## src/rtl/core/gf256_lagrange_secret_recover_assert.svh

```systemverilog
// Assertion macros shared by the secret recovery RTL.
// Depends on nothing; included by modules that check their own logic.
`ifndef GF256_LAGRANGE_SECRET_RECOVER_ASSERT_SVH
`define GF256_LAGRANGE_SECRET_RECOVER_ASSERT_SVH

`ifndef SYNTHESIS

// Check a property at every rising clock edge outside of reset.
`define GSLR_ASSERT(lbl, clk, rst_n, prop, msg) \
  lbl: assert property (@(posedge clk) disable iff (!rst_n) (prop)) else $error(msg);

// Check that a condition never holds outside of reset.
`define GSLR_ASSERT_NEVER(lbl, clk, rst_n, cond, msg) \
  `GSLR_ASSERT(lbl, clk, rst_n, !(cond), msg)

`else

`define GSLR_ASSERT(lbl, clk, rst_n, prop, msg)
`define GSLR_ASSERT_NEVER(lbl, clk, rst_n, cond, msg)

`endif

`endif

```

## src/rtl/core/gslr_pkg.sv

```systemverilog
// Shared types, field tables and GF(256) arithmetic for secret recovery.
// Depends on nothing; used by every module of the block.
package gslr_pkg;

  localparam int unsigned MAX_SHARES = 8;
  localparam int unsigned LANE_IDX_W = $clog2(MAX_SHARES);
  localparam int unsigned COUNT_W    = 4;

  localparam logic [8:0]  GF_ORDER = 9'd255;
  localparam logic [8:0]  GF_POLY  = 9'h11b;
  localparam logic [7:0]  GF_GEN   = 8'h03;

  typedef logic [255:0][7:0] gf_tab_t;

  typedef struct packed {
    logic [7:0] share_byte_7;
    logic [7:0] share_byte_6;
    logic [7:0] share_byte_5;
    logic [7:0] share_byte_4;
    logic [7:0] share_byte_3;
    logic [7:0] share_byte_2;
    logic [7:0] share_byte_1;
    logic [7:0] share_byte_0;
    logic       end_of_secret;
  } in_req_t;

  typedef struct packed {
    logic [7:0] recovered_byte;
    logic       end_of_secret_out;
    logic       bad_indexes;
  } out_req_t;

  // Settled per-configuration values handed from the register block to the lanes.
  typedef struct packed {
    logic [MAX_SHARES-1:0][7:0] weight;
    logic [MAX_SHARES-1:0]      lane_en;
    logic                       bad;
    logic                       busy;
  } cfg_state_t;

  function automatic logic [7:0] gf_mul(input logic [7:0] a, input logic [7:0] b);
    logic [8:0] x;
    logic [7:0] r;
    x = {1'b0, a};
    r = 8'h00;
    for (int k = 0; k < 8; k++) begin
      if (b[k]) begin
        r = r ^ x[7:0];
      end
      x = {x[7:0], 1'b0};
      if (x[8]) begin
        x = x ^ GF_POLY;
      end
    end
    return r;
  endfunction

  // Powers of the generator; entry 255 wraps back to one.
  function automatic gf_tab_t gf_gen_exp();
    gf_tab_t    tab;
    logic [7:0] e;
    e = 8'h01;
    for (int k = 0; k < 255; k++) begin
      tab[k] = e;
      e = gf_mul(e, GF_GEN);
    end
    tab[255] = 8'h01;
    return tab;
  endfunction

  // Discrete log; the entry for zero is a don't-care and reads as zero.
  function automatic gf_tab_t gf_gen_log();
    gf_tab_t tab;
    gf_tab_t ex;
    ex  = gf_gen_exp();
    tab = '0;
    for (int k = 0; k < 255; k++) begin
      tab[ex[k]] = 8'(k);
    end
    tab[0] = 8'h00;
    return tab;
  endfunction

  localparam gf_tab_t GF_EXP = gf_gen_exp();
  localparam gf_tab_t GF_LOG = gf_gen_log();

endpackage

```

## src/rtl/core/gslr_cfg.sv

```systemverilog
// Register file and Lagrange basis weight sequencer.
// Depends on gslr_pkg and the assertion macro header.
`include "gf256_lagrange_secret_recover_assert.svh"

module gslr_cfg
  import gslr_pkg::*;
(
  input  logic        clk_i,
  input  logic        rst_ni,
  input  logic        psel,
  input  logic        penable,
  input  logic        pwrite,
  input  logic [3:0]  paddr,
  input  logic [63:0] pwdata,
  output logic [63:0] prdata,
  output logic        pready,
  output cfg_state_t  cfg_o
);

  logic [COUNT_W-1:0]         count_q, count_d;
  logic [MAX_SHARES-1:0][7:0] x_q, x_d;
  logic                       busy_q, busy_d;
  logic [LANE_IDX_W-1:0]      i_q, i_d, j_q, j_d;
  logic [7:0]                 acc_q, acc_d;
  logic [MAX_SHARES-1:0][7:0] weight_q;
  logic                       bad_q, bad_d;
  logic [MAX_SHARES-1:0]      lane_en_q, lane_en_d;

  logic                       wr_en;
  logic [COUNT_W-1:0]         n_sat;
  logic [7:0]                 xi, xj, log_x, log_d;
  logic                       used;
  logic [8:0]                 sum1, sum2;
  logic [7:0]                 red1, red2;
  logic                       last_j;

  assign pready = 1'b1;
  assign wr_en  = psel && penable && pwrite;
  assign prdata = paddr[3] ? x_q : {{(64-COUNT_W){1'b0}}, count_q};

  assign n_sat = (count_q > COUNT_W'(MAX_SHARES)) ? COUNT_W'(MAX_SHARES) : count_q;

  always_comb begin
    count_d = count_q;
    x_d     = x_q;
    if (wr_en) begin
      if (paddr[3]) begin
        x_d = pwdata;
      end else begin
        count_d = pwdata[COUNT_W-1:0];
      end
    end
  end

  // Lane enables and index check: zero or repeated index among used lanes.
  always_comb begin
    bad_d     = 1'b0;
    lane_en_d = '0;
    for (int i = 0; i < MAX_SHARES; i++) begin
      lane_en_d[i] = (COUNT_W'(i) < n_sat);
      if (lane_en_d[i] && (x_q[i] == 8'h00)) begin
        bad_d = 1'b1;
      end
      for (int j = 0; j < i; j++) begin
        if (lane_en_d[i] && (x_q[i] == x_q[j])) begin
          bad_d = 1'b1;
        end
      end
    end
  end

  // One basis factor per cycle: acc += log(x_j) - log(x_j ^ x_i), mod 255.
  assign xi     = x_q[i_q];
  assign xj     = x_q[j_q];
  assign log_x  = GF_LOG[xj];
  assign log_d  = GF_LOG[xj ^ xi];
  assign used   = (j_q != i_q) && ({1'b0, j_q} < n_sat);
  assign sum1   = {1'b0, acc_q} + {1'b0, log_x};
  assign red1   = (sum1 >= GF_ORDER) ? 8'(sum1 - GF_ORDER) : sum1[7:0];
  assign sum2   = {1'b0, red1} + (GF_ORDER - {1'b0, log_d});
  assign red2   = (sum2 >= GF_ORDER) ? 8'(sum2 - GF_ORDER) : sum2[7:0];
  assign last_j = (j_q == LANE_IDX_W'(MAX_SHARES - 1));

  always_comb begin
    busy_d = busy_q;
    i_d    = i_q;
    j_d    = j_q;
    acc_d  = acc_q;
    if (wr_en) begin
      // Restart the sweep on any register write.
      busy_d = 1'b1;
      i_d    = '0;
      j_d    = '0;
      acc_d  = '0;
    end else if (busy_q) begin
      acc_d = used ? red2 : acc_q;
      j_d   = j_q + 1'b1;
      if (last_j) begin
        acc_d = '0;
        i_d   = i_q + 1'b1;
        if (i_q == LANE_IDX_W'(MAX_SHARES - 1)) begin
          busy_d = 1'b0;
        end
      end
    end
  end

  always_ff @(posedge clk_i or negedge rst_ni) begin
    if (!rst_ni) begin
      count_q   <= COUNT_W'(1);
      x_q       <= 64'h0807060504030201;
      busy_q    <= 1'b1;
      i_q       <= '0;
      j_q       <= '0;
      acc_q     <= '0;
      bad_q     <= 1'b0;
      lane_en_q <= '0;
    end else begin
      count_q   <= count_d;
      x_q       <= x_d;
      busy_q    <= busy_d;
      i_q       <= i_d;
      j_q       <= j_d;
      acc_q     <= acc_d;
      bad_q     <= bad_d;
      lane_en_q <= lane_en_d;
    end
  end

  always_ff @(posedge clk_i) begin
    if (busy_q && !wr_en && last_j) begin
      weight_q[i_q] <= GF_EXP[used ? red2 : acc_q];
    end
  end

  assign cfg_o.weight  = weight_q;
  assign cfg_o.lane_en = lane_en_q;
  assign cfg_o.bad     = bad_q;
  assign cfg_o.busy    = busy_q;

  `GSLR_ASSERT(a_write_starts_sweep, clk_i, rst_ni, wr_en |=> (busy_q && (i_q == '0) && (j_q == '0)), "register write did not restart the weight sweep")
  `GSLR_ASSERT(a_sweep_ends_on_last, clk_i, rst_ni, $fell(busy_q) |-> ($past(i_q) == LANE_IDX_W'(MAX_SHARES - 1)), "weight sweep ended early")
  `GSLR_ASSERT_NEVER(a_acc_range, clk_i, rst_ni, {1'b0, acc_q} >= GF_ORDER, "log accumulator left mod-255 range")

endmodule

```

## src/rtl/core/gslr_lane.sv

```systemverilog
// One share lane: weights a share byte by its basis value in GF(256).
// Depends on gslr_pkg.
module gslr_lane
  import gslr_pkg::*;
(
  input  logic       clk_i,
  input  logic       load_i,
  input  logic       en_i,
  input  logic [7:0] weight_i,
  input  logic [7:0] share_i,
  output logic [7:0] term_o
);

  logic [7:0] term_q, term_d;

  // Drop the contribution of lanes beyond the threshold.
  assign term_d = en_i ? gf_mul(weight_i, share_i) : 8'h00;

  always_ff @(posedge clk_i) begin
    if (load_i) begin
      term_q <= term_d;
    end
  end

  assign term_o = term_q;

endmodule

```

## src/rtl/core/gslr_merge.sv

```systemverilog
// Merging stage: XORs the lane terms and holds the result request.
// Depends on gslr_pkg and the assertion macro header.
`include "gf256_lagrange_secret_recover_assert.svh"

module gslr_merge
  import gslr_pkg::*;
(
  input  logic                       clk_i,
  input  logic                       rst_ni,
  input  logic                       valid_i,
  input  logic [MAX_SHARES-1:0][7:0] terms_i,
  input  logic                       eos_i,
  input  logic                       bad_i,
  output logic                       ready_o,
  output logic                       out_valid_o,
  input  logic                       out_stall_i,
  output out_req_t                   out_req_o
);

  logic     out_valid_q, out_valid_d;
  out_req_t out_req_q, out_req_d;
  logic     load;
  logic [7:0] sum;

  always_comb begin
    sum = 8'h00;
    for (int i = 0; i < MAX_SHARES; i++) begin
      sum = sum ^ terms_i[i];
    end
  end

  assign ready_o = !out_valid_q || !out_stall_i;
  assign load    = valid_i && ready_o;

  always_comb begin
    out_valid_d = out_valid_q;
    if (load) begin
      out_valid_d = 1'b1;
    end else if (!out_stall_i) begin
      out_valid_d = 1'b0;
    end
    out_req_d.recovered_byte    = bad_i ? 8'h00 : sum;
    out_req_d.end_of_secret_out = eos_i;
    out_req_d.bad_indexes       = bad_i;
  end

  always_ff @(posedge clk_i or negedge rst_ni) begin
    if (!rst_ni) begin
      out_valid_q <= 1'b0;
    end else begin
      out_valid_q <= out_valid_d;
    end
  end

  always_ff @(posedge clk_i) begin
    if (load) begin
      out_req_q <= out_req_d;
    end
  end

  assign out_valid_o = out_valid_q;
  assign out_req_o   = out_req_q;

  `GSLR_ASSERT(a_bad_gives_zero, clk_i, rst_ni, (out_valid_q && out_req_q.bad_indexes) |-> (out_req_q.recovered_byte == 8'h00), "flagged result carries a nonzero byte")
  `GSLR_ASSERT(a_out_from_stage, clk_i, rst_ni, $rose(out_valid_q) |-> $past(valid_i), "result appeared without a lane stage entry")

endmodule

```

## src/rtl/core/gf256_lagrange_secret_recover.sv

```systemverilog
// GF(256) Shamir secret recovery: one secret byte per request, by Lagrange
// interpolation at x = 0 over the 0x11b field. Each input request carries
// the share bytes of eight lanes at one byte position plus an end-of-secret
// mark; the result carries the recovered byte, the mark unchanged, and a flag
// that is set (with the byte forced to zero) when a used lane's x index is
// zero or repeats among the used lanes. Register 0 (byte address 0) holds the
// threshold; values above eight act as eight and zero gives a zero byte.
// Register 1 (byte address 8) holds the eight packed x indexes, lane 0 in the
// low byte. The basis weights depend only on these registers, so a weight
// sequencer works them out once, one basis factor per cycle as a mod-255 sum
// of table logs, after reset and after every register write, with the input
// stalled meanwhile. After that the block takes one request every clock while
// the output is not stalled: eight lanes each multiply their share byte by a
// stored weight into a lane register, and a merging stage XORs the lanes into
// the output register. An accepted request passes the lane registers and
// then the output register; a stalled result does not block the lane stage
// from taking one more request. Registers are to be written by the user only
// while no request is in flight; the block itself does not enforce this.
`include "gf256_lagrange_secret_recover_assert.svh"

module gf256_lagrange_secret_recover
  import gslr_pkg::*;
(
  input  logic        clk_i,
  input  logic        rst_ni,
  // Share requests
  input  logic        in_valid_i,
  output logic        in_stall_o,
  input  in_req_t     in_req_i,
  // Result requests
  output logic        out_valid_o,
  input  logic        out_stall_i,
  output out_req_t    out_req_o,
  // Register port
  input  logic        psel,
  input  logic        penable,
  input  logic        pwrite,
  input  logic [3:0]  paddr,
  input  logic [63:0] pwdata,
  output logic [63:0] prdata,
  output logic        pready
);

  cfg_state_t                 cfg;
  logic                       s1_valid_q, s1_valid_d;
  logic                       s1_eos_q;
  logic                       s1_ready, s2_ready;
  logic                       in_accept;
  logic [MAX_SHARES-1:0][7:0] shares;
  logic [MAX_SHARES-1:0][7:0] terms;

  gslr_cfg u_cfg (
    .clk_i   (clk_i),
    .rst_ni  (rst_ni),
    .psel    (psel),
    .penable (penable),
    .pwrite  (pwrite),
    .paddr   (paddr),
    .pwdata  (pwdata),
    .prdata  (prdata),
    .pready  (pready),
    .cfg_o   (cfg)
  );

  // Hold input while weights settle or the lane stage cannot drain.
  assign s1_ready   = !s1_valid_q || s2_ready;
  assign in_stall_o = cfg.busy || !s1_ready;
  assign in_accept  = in_valid_i && !in_stall_o;

  assign shares[0] = in_req_i.share_byte_0;
  assign shares[1] = in_req_i.share_byte_1;
  assign shares[2] = in_req_i.share_byte_2;
  assign shares[3] = in_req_i.share_byte_3;
  assign shares[4] = in_req_i.share_byte_4;
  assign shares[5] = in_req_i.share_byte_5;
  assign shares[6] = in_req_i.share_byte_6;
  assign shares[7] = in_req_i.share_byte_7;

  for (genvar g = 0; g < MAX_SHARES; g++) begin : g_lane
    gslr_lane u_lane (
      .clk_i    (clk_i),
      .load_i   (in_accept),
      .en_i     (cfg.lane_en[g]),
      .weight_i (cfg.weight[g]),
      .share_i  (shares[g]),
      .term_o   (terms[g])
    );
  end

  // Lane stage bookkeeping: advance on accept, drop once merged.
  always_comb begin
    s1_valid_d = s1_valid_q;
    if (in_accept) begin
      s1_valid_d = 1'b1;
    end else if (s2_ready) begin
      s1_valid_d = 1'b0;
    end
  end

  always_ff @(posedge clk_i or negedge rst_ni) begin
    if (!rst_ni) begin
      s1_valid_q <= 1'b0;
    end else begin
      s1_valid_q <= s1_valid_d;
    end
  end

  always_ff @(posedge clk_i) begin
    if (in_accept) begin
      s1_eos_q <= in_req_i.end_of_secret;
    end
  end

  gslr_merge u_merge (
    .clk_i       (clk_i),
    .rst_ni      (rst_ni),
    .valid_i     (s1_valid_q),
    .terms_i     (terms),
    .eos_i       (s1_eos_q),
    .bad_i       (cfg.bad),
    .ready_o     (s2_ready),
    .out_valid_o (out_valid_o),
    .out_stall_i (out_stall_i),
    .out_req_o   (out_req_o)
  );

  `GSLR_ASSERT_NEVER(a_no_sweep_in_flight, clk_i, rst_ni, (s1_valid_q || out_valid_o) && cfg.busy, "weight sweep ran with requests in flight")

endmodule
```

## config.mk

```make
export PLATFORM = sky130hd
export DESIGN_NAME = gf256_lagrange_secret_recover
export DESIGN_NICKNAME = d
export VERILOG_FILES = /design/src/rtl/core/gslr_pkg.sv /design/src/rtl/core/gslr_cfg.sv /design/src/rtl/core/gslr_lane.sv /design/src/rtl/core/gslr_merge.sv /design/src/rtl/core/gf256_lagrange_secret_recover.sv
export VERILOG_INCLUDE_DIRS = /design/src /design/src/rtl/core
export SDC_FILE = /design/constraint.sdc
export NUM_CORES = 2
export LEC_CHECK = 0
export BUFFER_PORTS_ARGS = -buffer_cell sky130_fd_sc_hd__buf_4
export CAP_MARGIN = 20
export CORE_ASPECT_RATIO = 0.6
export CORE_MARGIN = 4
export CORE_UTILIZATION = 40
export DETAILED_ROUTE_END_ITERATION = 10
export PLACE_DENSITY = 0.64
export SETUP_SLACK_MARGIN = 0.02
export SLEW_MARGIN = 15
export SYNTH_ARGS = -nofsm -noshare
export SYNTH_HDL_FRONTEND = slang
export SYNTH_HIERARCHICAL = 1
export SYNTH_SLANG_ARGS = --single-unit
```

## constraint.sdc

```tcl
create_clock -name clk_i -period 10.85 [get_ports clk_i]
set_input_delay 1.085 -clock clk_i [delete_from_list [all_inputs] [get_ports clk_i]]
set_output_delay 1.085 -clock clk_i [all_outputs]
set_load 0.02 [all_outputs]
```

# Word-level counts from Yosys, hierarchy flattened
# Memories as Yosys holds them, arrays and structs flattened.
# Index checks and enable logic that the tools add are counted.
# W data, S select, Z words.
[word_totals]
reg_bits = 233
romBits = 6144
memories = 3
[classes]
add_sub_neg = 7
order_cmp = 18
n_eq_ne = 32
muxes = 187
bitwise_logic = 121
n_reduce_logical = 67
[mem_list]
columns = ["memory", "words", "width", "rd", "rd_clocked_by_memory_dff", "write_ports", "line", "rtl"]
rows = [
  ["(no name shown)", 256, 8, 1, 0, 0, "gslr_cfg.sv:75", "assign log_x = GF_LOG[xj];"],
  ["(no name shown)", 256, 8, 1, 0, 0, "gslr_cfg.sv:76", "assign log_d = GF_LOG[xj ^ xi];"],
  ["(no name shown)", 256, 8, 1, 0, 0, "gslr_cfg.sv:132", "weight_q[i_q] <= GF_EXP[used ? red2 : acc_q];"],
]
[op_table]
columns = ["cell", "count"]
rows = [
  ["$mux W8", 76],
  ["$xor A8 B8 Y8", 64],
  ["$mux W5", 56],
  ["$eq A8 B8 Y1", 28],
  ["$not A4 Y4", 56],
  ["$bwmux W64", 1],
  ["$logic_not A8 Y1", 8],
  ["$mux W64", 1],
  ["$bmux W8 S3", 2],
  ["$logic_and A1 B1 Y1", 44],
  ["$mux W1", 44],
  ["$lt A8 B9 Y1 const B", 3],
  ["$demux W8 S3", 1],
  ["$ge A9 B8 Y1 const B", 2],
  ["$lt A3 B4 Y1 const A", 4],
  ["$sub A8 B8 Y8 const B", 2],
  ["$mux W3", 5],
  ["$add A8 B8 Y9", 1],
  ["$add A8 B9 Y9", 1],
  ["$sub A8 B8 Y9 const A", 1],
  ["$lt A1 B4 Y1 const A", 2],
  ["$lt A2 B4 Y1 const A", 2],
  ["$lt A3 B4 Y1 const B", 2],
  ["$add A3 B1 Y3 const B", 2],
  ["other kinds (12)", 24],
]

# Longest topological paths before layout
[logic_depth]
depth_word = 40
depth_mapped = 50

# Cells and area by module
# Netlist, hierarchy kept.
[modules_own_cells]
columns = ["mod", "instances", "cells_per_inst", "area_per_inst_um2", "seq_area_each_um2"]
rows = [
  ["gslr_cfg", 1, 2684, 20784.9, 4242.8],
  ["gslr_lane", 8, 191, 1664.1, 240.2],
  ["gslr_merge", 1, 79, 865.8, 325.3],
  ["gf256_lagrange_secret_recover", 1, 7, 96.3, 55.1],
]

# Least setup slack after synthesis
# OpenSTA, ideal clock, no wires.
[synth_timing]
path_kind = "register to register"
start = "reg u_cfg.j_q[0]"
end = "reg u_cfg.weight_q, in the netlist u_cfg/cfg_o[17], data pin"
arrival_time_ps = 10296
required_ps = 10567
path_slack_ps = 270
stages_incl_launch_ff = 46
n_path_buf = 7
cell_sequence = "dfrtp_1 -> buf_4 -> buf_2 -> mux4_2 -> nand2_1 -> and2_1 -> buf_2 -> inv_1 -> ha_1 -> clkbuf_1 -> nand2_1 -> nor3b_1 -> a31oi_1 -> mux4_2 -> nor2_1 -> a21oi_1 -> mux2_2 -> ha_1 -> [... 10 more ...] -> inv_1 -> fa_1 -> nand2b_1 -> a21oi_1 -> xor2_1 -> o311ai_4 -> or3_1 -> nand3_2 -> buf_4 -> buf_2 -> ha_1 -> clkbuf_1 -> a22oi_1 -> nand2b_1 -> o221ai_1 -> o211ai_1 -> a2111o_1 -> a311oi_1"
[synth_between]
elab_chain_len = 14
word_cells_on_any_way = 23
[synth_lines]
columns = ["item", "line", "rtl"]
rows = [
  ["from (decl)", "gslr_cfg.sv:23", "logic [LANE_IDX_W-1:0] i_q, i_d, j_q, j_d;"],
  ["from (signal assigned)", "gslr_cfg.sv:123", "j_q <= j_d;"],
  ["$bmux W8 S3", "gslr_cfg.sv:74", "assign xj = x_q[j_q];"],
  ["$mux W8 (implied by the code)", "gslr_cfg.sv:74", ""],
  ["$mem_v2 Z256 W8", "-", ""],
  ["$mux W8 (implied by the code)", "gslr_cfg.sv:75", ""],
  ["$add A8 B8 Y9", "gslr_cfg.sv:78", "assign sum1 = {1'b0, acc_q} + {1'b0, log_x};"],
  ["$sub A8 B8 Y8 / $ge A9 B8 Y1 (equally long branches)", "gslr_cfg.sv:79", "assign red1 = (sum1 >= GF_ORDER) ? 8'(sum1 - GF_ORDER) : sum1[7:0];"],
  ["$mux W8", "gslr_cfg.sv:79", ""],
  ["$add A8 B9 Y9", "gslr_cfg.sv:80", "assign sum2 = {1'b0, red1} + (GF_ORDER - {1'b0, log_d});"],
  ["$sub A8 B8 Y8 / $ge A9 B8 Y1 (equally long branches)", "gslr_cfg.sv:81", "assign red2 = (sum2 >= GF_ORDER) ? 8'(sum2 - GF_ORDER) : sum2[7:0];"],
  ["$mux W8", "gslr_cfg.sv:81", ""],
  ["$mux W8 (*)", "-", ""],
  ["$mem_v2 Z256 W8 (*)", "-", ""],
  ["$mux W8 (*)", "gslr_cfg.sv:132", ""],
  ["$bwmux W64 (*)", "gslr_cfg.sv:132", ""],
  ["to (signal, indexed assignment)", "gslr_cfg.sv:132", ""],
  ["to (decl)", "gslr_cfg.sv:25", "logic [MAX_SHARES-1:0][7:0] weight_q;"],
]
# Every way passes the cells marked *; elsewhere a longest branch is shown, timed or not. The select of a mux whose other input is x is not followed.
# A chain may end at the register's enable or synchronous reset.

# Final worst setup path
# Ends and elaborated chain as after synthesis.

==> impl_metrics.json <==
{
  "core_area_um2": 86200,
  "boundaryPins": 217,
  "cts_root_buf": "clkbuf_16",
  "grt_usage_pct": 30.0,
  "gr-total-overflow": 0,
  "grt_use_met3_pct": 12.2,
  "crit_cells": 44,
  "hold_path_depth": 0,
  "wl_per_cell_um": 26.0,
  "grt_max_degree": 87,
  "maxSlewHeadroom_pct": 21.4,
  "max-cap-violations": 0,
  "fin_tns_setup_ps": 0,
  "cts_tree": "done",
  "drt-total-wl_mm": 146,
  "path_buf_inv": 10,
  "dr_total_vias": 35600,
  "worst_pin_slew_ps": 1180,
  "drtAntennaViolNets": 0,
  "drt_iter0_markers": 6376,
  "status": "finished clean",
  "fin_nets": 4675,
  "fin_crit_sh_pct": 98.0,
  "worstSetupPathType": "flop to flop",
  "syn_nets": 4531,
  "grt_pass1_wl_mm": 215,
  "grt_pass1_vias": 32100,
  "synth_cells": 4298,
  "syn_area_per_cell_um2": 8.16,
  "place_congestion": 1.09,
  "hpwl_mm": 108,
  "portBuffers": 212,
  "grt_busiest_layer": "met1",
  "syn2layout_area_growth_pct": 14.2,
  "slew_viol_final": 0,
  "crit_required_ps": 11280,
  "cp_common_cell": "buf_4",
  "cts_buffers": 28,
  "start_util_pct": 40.7,
  "grt_use_met2_pct": 37.7,
  "dieArea_um2": 92600,
  "rows": 83,
  "htreeDepth": 1,
  "firstDrtPassIters": 8,
  "period_needed_ps": 10630,
  "viasPerCell": 6.33,
  "critPathTopFamily": "compound AO/OA/AOI/OAI gates",
  "arrival_ps": 11070,
  "clockBufferDepth": 3,
  "rsz0062_at_grt": "no",
  "synth-edff-count": 139,
  "clock.fmax_ghz": 0.0940,
  "crit_fanout": 9,
  "slowest_delay_ps": 580,
  "skew_ps": 20.4,
  "async_flop_share_pct": 40.3,
  "layout-drive-gt1-share_pct": 19.2,
  "ys_ff_latch": 233,
  "hold_viol": 0,
  "use_met1_pct": 47.1,
  "cp-end-kind": "flop",
  "setup_viol": 0,
  "antenna_found_initial": 4,
  "synthFlopType": "edfxtp_1",
  "ys_seq_area_share_pct": 18.7,
  "yosysUniqueCellTypes": 109,
  "cts_hold_buf": 0,
  "hold_class": "flop to flop",
  "critPathLaunchType": "flop",
  "yosys_warnings": 6,
  "synth_area_um2": 35100,
  "clk_pin_slew_ps": 60,
  "numClockSinks": 233,
  "slowest_stage": "o21ai_0",
  "drc_errors": 0,
  "die_h_um": 237,
  "clk_latency_ps": 600,
  "reg2reg_depth": 44,
  "die_width_um": 390
}
cell type report:
cell class | instances | area, um^2
well taps | 1147 | 1440
multi-input cells | 3573 | 26600
clock inverters | 18 | 186
repair buffers | 535 | 4210
fillers | 8495 | 46200
clock buffers | 32 | 736
flip-flops and latches | 233 | 6550
inverters | 71 | 277
diodes | 3 | 7.51
worst paths after layout:
kind / slack, ps / start / end
setup / recovery: 220 / u_cfg/j_q[0] / u_cfg/cfg_o[17]
setup reg to reg: 220 / u_cfg/j_q[0] / u_cfg/cfg_o[17]
hold reg to reg: 430 / s1_eos_q / u_merge/out_req_o[1]
hold / removal: 430 / s1_eos_q / u_merge/out_req_o[1]
min in group asynchronous: 450 / rst_ni / u_cfg/x_q[23]
max in group asynchronous: 8990 / rst_ni / u_cfg/j_q[0]
sequential cells by signal (all words and copies together) (netlist names):
| signal | flops |
|---|---|
| g_lane.u_lane/term_o | 64 |
| u_cfg/cfg_o | 64 |
| u_cfg/x_q | 64 |
| u_merge/out_req_o | 10 |
| u_cfg/acc_q | 8 |
| u_cfg/lane_en_q | 8 |
| u_cfg/count_q | 4 |
| u_cfg/i_q | 3 |
| u_cfg/j_q | 3 |
| s1_eos_q | 1 |
| s1_valid_q | 1 |
| u_cfg/bad_q | 1 |
| u_cfg/busy_q | 1 |
| u_merge/out_valid_o | 1 |
what timing repair did:
| item | 4_1_cts | 5_1_grt |
|---|---|---|
| hold endpoints to repair | 0 | 0 |
| gates resized for setup | 0 | 37 |
| endpoints found under the setup margin | 0 | 64 |
| buffers inserted | 0 | 3 |
cells in the mapped netlist, types with 16 or more instances:
master    number  share of area (%)
a211oi_1      49                1.0
a21o_1        19               0.41
a21oi_1      234                3.3
a221oi_1      20               0.50
a22oi_1       37               0.79
a311oi_1      30               0.75
a31oi_1       45               0.80
and2_1       137                2.4
buf_1         40               0.43
buf_2         70                1.0
buf_4         25               0.54
buf_6         19               0.61
clkbuf_1     267                2.9
dfrtp_1       79                5.6
edfxtp_1     139                 12
ha_1          91                3.2
inv_1         65               0.70
mux2_2        84                2.7
mux2i_1       54                1.5
mux4_2        27                1.7
nand2_1      620                6.6
nand2b_1      42               0.75
nand3_1       71                1.0
nand4_1       57                1.0
nor2_1       245                2.6
nor2b_1       61                1.1
nor3_1       101                1.4
nor4_1        43               0.77
o211ai_1      59                1.3
o21a_1        17               0.36
o21ai_0      225                3.2
o221ai_1      42                1.0
o22ai_1       41               0.73
o311ai_0      34               0.85
o31ai_1       18               0.39
xnor2_1      459                 11
xnor3_1       80                5.1
xor2_1       215                5.4
xor2_2        17               0.79
xor3_1        24                1.6
xor3_2        16                1.1
routing by layer:
metal,part of all wire [%],vias up
met5,0.012,-
met4,1.9,4
met3,16,263
met2,37,2583
met1,45,17100
li1,-,15600
stage by stage:
step	instance area, um^2	utilization [%]	hold WS [ps]	std cells	setup slack, ps
2_1_floorplan	35100	-	400	4298	270
4_1_cts	39900	46.2	435	5606	128
6_report	40000	46.5	434	5612	215
5_1_grt	40000	46.4	448	5609	21.6
3_3_place_gp	38900	45.2	403	5556	193
3_5_place_dp	38900	45.2	428	5556	171
kinds of logic after synthesis:
family                   after synthesis  share of synthesized area, %
XOR/XNOR                             819                          26.1
AND/OR/NAND/NOR                     1459                          19.7
AO/OA/AOI/OAI                       1035                          20.0
buffers and inverters                492                          6.21
flip-flops                           233                          18.7
other                                  1                        0.0107
multiplexers                         166                          6.01
adder cells (fa/ha/maj)               93                          3.36
cells in the final DEF, fill, tap and decap left out, drive strengths merged, types with 14 or more instances in the layout:
| cell type | instances |
|---|---|
| a211oi | 51 |
| a21o | 19 |
| a21oi | 244 |
| a221o | 14 |
| a221oi | 21 |
| a22oi | 37 |
| a311oi | 30 |
| a31oi | 45 |
| and2 | 139 |
| buf | 535 |
| clkbuf | 32 |
| dfrtp | 79 |
| dfstp | 15 |
| edfxtp | 139 |
| ha | 91 |
| inv | 74 |
| mux2 | 84 |
| mux2i | 55 |
| mux4 | 27 |
| nand2 | 622 |
| nand2b | 43 |
| nand3 | 75 |
| nand4 | 57 |
| nor2 | 250 |
| nor2b | 61 |
| nor3 | 101 |
| nor4 | 43 |
| o211ai | 60 |
| o21a | 17 |
| o21ai | 231 |
| o221ai | 42 |
| o22ai | 41 |
| o311ai | 35 |
| o31ai | 19 |
| o32ai | 15 |
| or3 | 14 |
| xnor2 | 459 |
| xnor3 | 88 |
| xor2 | 232 |
| xor3 | 40 |
Power is not shown: default switching activity piles up to over one toggle a cycle in this logic, so the estimate is an artifact.
